===== src/rtl/bhq_pkg.sv =====
// shared types and constants for the binary max-heap priority queue
`timescale 1ns / 1ps
`default_nettype none

package bhq_pkg;

  localparam int unsigned KEY_W       = 32;
  localparam int unsigned COUNT_OUT_W = 8;

  localparam logic MODE_INSERT  = 1'b0;
  localparam logic MODE_EXTRACT = 1'b1;

  typedef enum logic [1:0] {
    STATUS_OK    = 2'd0,
    STATUS_FULL  = 2'd1,
    STATUS_EMPTY = 2'd2
  } bhq_status_e;

  typedef enum logic [2:0] {
    ST_IDLE,
    ST_UP_CMP,
    ST_DN_LOAD,
    ST_DN_CMP,
    ST_WRITE_KEY,
    ST_DONE
  } bhq_state_e;

  typedef logic signed [KEY_W-1:0] key_t;

endpackage

`default_nettype wire


===== src/rtl/bhq_mem.sv =====
// heap key storage: one write port, two registered read ports
`timescale 1ns / 1ps
`default_nettype none

module bhq_mem #(
  parameter int unsigned DEPTH = 128,
  parameter int unsigned AW    = 7
) (
  input  wire                 clk_i,
  input  wire                 we_i,
  input  wire  [AW-1:0]       waddr_i,
  input  bhq_pkg::key_t       wdata_i,
  input  wire  [AW-1:0]       raddr_a_i,
  input  wire  [AW-1:0]       raddr_b_i,
  output bhq_pkg::key_t       rdata_a_o,
  output bhq_pkg::key_t       rdata_b_o
);
  import bhq_pkg::*;

  key_t mem_q [DEPTH];
  key_t rdata_a_q;
  key_t rdata_b_q;

  always_ff @(posedge clk_i) begin
    if (we_i) begin
      mem_q[waddr_i] <= wdata_i;
    end
  end

  always_ff @(posedge clk_i) begin
    rdata_a_q <= mem_q[raddr_a_i];
    rdata_b_q <= mem_q[raddr_b_i];
  end

  assign rdata_a_o = rdata_a_q;
  assign rdata_b_o = rdata_b_q;

endmodule

`default_nettype wire


===== config.mk =====
export PLATFORM = sky130hd
export DESIGN_NAME = bhq_mem
export DESIGN_NICKNAME = d
export VERILOG_FILES = /design/src/rtl/bhq_pkg.sv /design/src/rtl/bhq_mem.sv
export SDC_FILE = /design/constraint.sdc
export NUM_CORES = 2
export LEC_CHECK = 0
export ABC_AREA = 0
export ABC_CLOCK_PERIOD_IN_PS = 10900
export BUFFER_PORTS_ARGS = -buffer_cell sky130_fd_sc_hd__buf_2
export CELL_PAD_IN_SITES_DETAIL_PLACEMENT = 2
export CELL_PAD_IN_SITES_GLOBAL_PLACEMENT = 2
export CORE_MARGIN = 4
export CORE_UTILIZATION = 35
export CTS_CLUSTER_DIAMETER = 120
export CTS_CLUSTER_SIZE = 28
export DETAILED_ROUTE_END_ITERATION = 10
export PLACE_DENSITY_LB_ADDON = 0.12
export SETUP_SLACK_MARGIN = 0.4
export SYNTH_ARGS = -nofsm -noshare
export SYNTH_HDL_FRONTEND = slang
export SYNTH_SLANG_ARGS = --single-unit
export TNS_END_PERCENT = 20

===== constraint.sdc =====
create_clock -name clk_i -period 10.9 [get_ports clk_i]
set_clock_uncertainty 0.1 [all_clocks]
set_input_delay 2.18 -clock clk_i [delete_from_list [all_inputs] [get_ports clk_i]]
set_output_delay 2.18 -clock clk_i [all_outputs]
set_load 0.01 [all_outputs]

# After elaboration in Yosys (flattened, before gate mapping)
# Memory sizes are Yosys's and may differ from the RTL's. A register that Yosys moved wholly into a read port is not among the register bits.
# Index checks and enable logic that the tools add are counted.
# totals
register_bits	0
ramBits	4096
in_bits	55
output_inout_bits	64
elab_cells	3
memories	1
# op_classes
mux	2
# mem_list
name	words	word_bits	read_ports	rd_clocked_by_memory_dff	wr	line	text
mem_q	128	32	2	2	1	bhq_mem.sv:20	key_t mem_q [DEPTH];
# op_table
op	n
1-bit 2-to-1 mux	2

# Logic depth before layout (Yosys ltp)
# logic_depth
depth_word	2
ltp_mapped	8
ltp_nobuf	4

# Least setup slack after synthesis
# No wires, ideal clock.
# synth_timing
path_kind	in2reg
start	input port we_i
end	memory mem_q[98][0] in the netlist's numbering (enable)
setup_time_ns	0.461
arrival_ns	4.958
required_ns	10.339
setup_slack_ns	5.381
stages	3
n_path_buf	1
cell_sequence	clkbuf_1 nand4_1 nor3_1
# synth_via
elab_chain_len	2
# synth_lines
element	line	text
start, declared	bhq_mem.sv:10	input wire we_i,
1-bit 2-to-1 mux	bhq_mem.sv:25	if (we_i) begin
1-bit 2-to-1 mux (not written as such)	bhq_mem.sv:26	mem_q[waddr_i] <= wdata_i;
end, declared	bhq_mem.sv:20	
# No other way between the ends.

==> metrics.md <==
| Metric | Value |
|---|---|
| Num ports | about 120 |
| Worst EP arrival | 6.44 ns |
| Rows | 269 |
| Most frequent cells in the layout | edfxtp_1, mux4_2, buf_4 |
| Final Cell Area | 205000 sq um |
| Maximum vdd drop | ~0.16 mV |
| WP buf/inv | 3 |
| Slew Viols, Final | 0 |
| DRC | 0 |
| Crit path max fanout | 70 |
| Largest net degree at the start of global routing | 130 |
| Port-buffer cells | 118 |
| Fraction of layout cells with a size suffix above 1 | 45.0% |
| HP Class | flip-flop to flip-flop |
| Layout Utilization | approximately two fifths |
| GP Congestion | 0.770 |
| Logic gate share of total power | 10.0% |
| Commonest non-fill, non-tap cell in the layout | edfxtp_1 |
| Switching pwr | 7.15 mW |
| GRT overflow | 0 |
| Primary FF master, synth | edfxtp_1 |
| Yosys warns | 0 |
| Status | finished clean |
| CP startpoint kind | input pin |
| Setup TNS | 0 ns |
| Drt initial violations | ~14000 |
| Syn nets | 7756 |
| Mapped cell area | 189000 sq um |
| Core area | 537000 sq um |
| Worst EP required | 11.68 ns |
| ANT nets after route | 0 |
| CTS clock-pin slew for the worst setup and hold paths | roughly 0.12 ns |
| Clk_lat worst skew | 0.98 ns |
| DIE AREA | about 550000 sq um |
| First-pass GRT wire length | 968000 um |
| FF+latch count, synth | 4160 |
| PwrDens | around 140 nW/um^2 |
| CTS sink cnt | 4160 |
| Cts repair resizes | 0 |
| Internal | ~22 mW |
| CP top delay family | multiplexers |
| Storage cell area | about 120000 sq um |
| CP max stage cell | buf_4 |
| Die width | 742 um |
| Synth Instances | 7701 |
| Synth unique cells | 17 |
| # Post-CTS Setup Buffers | 0 |
| Vias in the first global route | about 100k |
| Crit end category | flip-flop |
| Final min period | 5.67 ns |
| Number of H-tree branching levels | 4 |
| Area of the multi-input gates | around 63000 sq um |
| Clock Power Share | between 20 and 30% |
| CTS tree | done |
| Sw frac | 24.4% |
| Area growth syn-to-layout | 8.72% |
| P_leak | 59.7 nW |
| Max frequency | 0.176 GHz |
| Die Y | about 740 um |
| Total wire length | 724000 um |
| Post-synth EDFFs | 4096 |
| Clock buffer count from CTS | 175 |
| Initial Utilization | 35.1% |
| DP Wirelength | 408000 um |
| Max incr delay on CP | 0.69 ns |
| Fin nets | a little under 8000 |
| DR vias/cell | around 6.4 |
| Worst-margin pin slew | 1.49 ns |
| Post-Syn Area per Cell | 24.5 sq um |
| RSZ-0062 raised after global routing | false |
| Setup-failing EPs final | 0 |
| Seq pwr share | 60.8% |
| Sequential fraction of the synthesis area | 65.8% |
| Post-DP Area | 200000 sq um |
| Clock Path Buffers | 4 |
| FILL cells | 49400 |
| Hold_buf cts | 0 |
| Setup CP Type | input pin to flip-flop |
| MaxCap Viol Count | 0 |
| Clk root buf | clkbuf_16 |
| GRT Overall Usage | 26.0% |
| Final hold violation count | 0 |
| Cell repeated most along the worst path | mux4_2 |
| Drt pass-1 iters | 6 |
| WL/cell | 48.1 um |
| Relative slew slack | less than 1% |
| CP Cell Sequence | buf_12 -> buf_4 -> buf_4 -> mux4_2 -> mux4_2 -> mux4_2 -> mux2_2 |
| Initial antenna violation count | 101 |
| Via count | between 90000 and 100k |
| Final Cycle Share | 52.0% |
| FFs w/ async S/R, synth | 0% |
worst register-to-register path, delay by kind of cell, from the launching register on:
family / cells / cell delay [ns]
flip-flops: 1 / 0.42
multiplexers: 4 / 2.17
Yosys cell counts, types with 3 or more instances:
library cell | number | share of area (%)
mux4_2 | 2688 | 32
nor2_1 | 122 | 0.24
buf_4 | 17 | 0.068
nand4_1 | 3 | 0.0099
dfxtp_1 | 64 | 0.68
nor3_1 | 9 | 0.024
nand3_1 | 12 | 0.032
nand2_1 | 14 | 0.028
clkbuf_1 | 365 | 0.73
buf_2 | 103 | 0.27
edfxtp_1 | 4096 | 65
mux2_2 | 64 | 0.38
nor2b_1 | 7 | 0.023
buf_1 | 132 | 0.26
logic make-up after synthesis:
| group | count (synthesis) | synth area share (%) |
|---|---|---|
| flip-flops | 4160 | 65.8 |
| multiplexers | 2752 | 32.5 |
| buffers and inverters | 619 | 1.34 |
| AND/OR/NAND/NOR | 170 | 0.369 |
state kept, by name, summed over array words and instances, names as in the netlist:
register	flops
rdata_b_o	32
rdata_a_o	32
mem_q	4096
final cells by class:
| class | instances | share of cell area, % |
|---|---|---|
| diodes | 38 | 0.0463 |
| clock buffers | 282 | 2.39 |
| clock inverters | 27 | 0.162 |
| multi-input cells | 2922 | 30.6 |
| flip-flops and latches | 4160 | 60.6 |
| well taps | 7181 | 4.38 |
| repair buffers | 432 | 1.82 |
per-stage QoR:
step | hold WS (ns) | total power, mW | std cells | worst slack (ns)
2_1_floorplan | 0.994 | 19.7 | 7701 | 5.38
3_3_place_gp | 1.02 | 21.1 | 14700 | 4.15
3_5_place_dp | 1.05 | 21.1 | 14700 | 4.17
4_1_cts | 1.08 | 29.5 | 15000 | 5.26
5_1_grt | 1.10 | 30.1 | 15000 | 5.08
6_report | 1.07 | 29.3 | 15000 | 5.23
final timing paths:
check | slack, ns | cells after the start | to | from
max | 5.23 | 7 | rdata_a_o[27] | raddr_a_i[0]
min | 1.07 | 4 | rdata_b_o[1] | mem_q[112][1]
max reg2reg | 8.08 | 4 | rdata_b_o[26] | mem_q[23][26]
min reg2reg | 1.07 | 4 | rdata_b_o[1] | mem_q[112][1]
routing by layer:
layer / share of wire [%] / global-route usage (%)
met5: 0.044 / 0
met4: 3.4 / 7.67
met3: 6.9 / 4.24
met2: 49 / 42.7
met1: 41 / 35.9
power groups by stage:
stage	sequential, mW	clock, mW	combinational [mW]
after global placement	18.1	0	2.91
final	17.8	8.57	2.92
after detailed placement	18.1	0	2.94
after global routing	17.8	9.30	3.04
after CTS	17.8	8.82	2.95
after floorplan	18.1	0	1.67
Note: power is estimated with default switching activity, not from simulation.
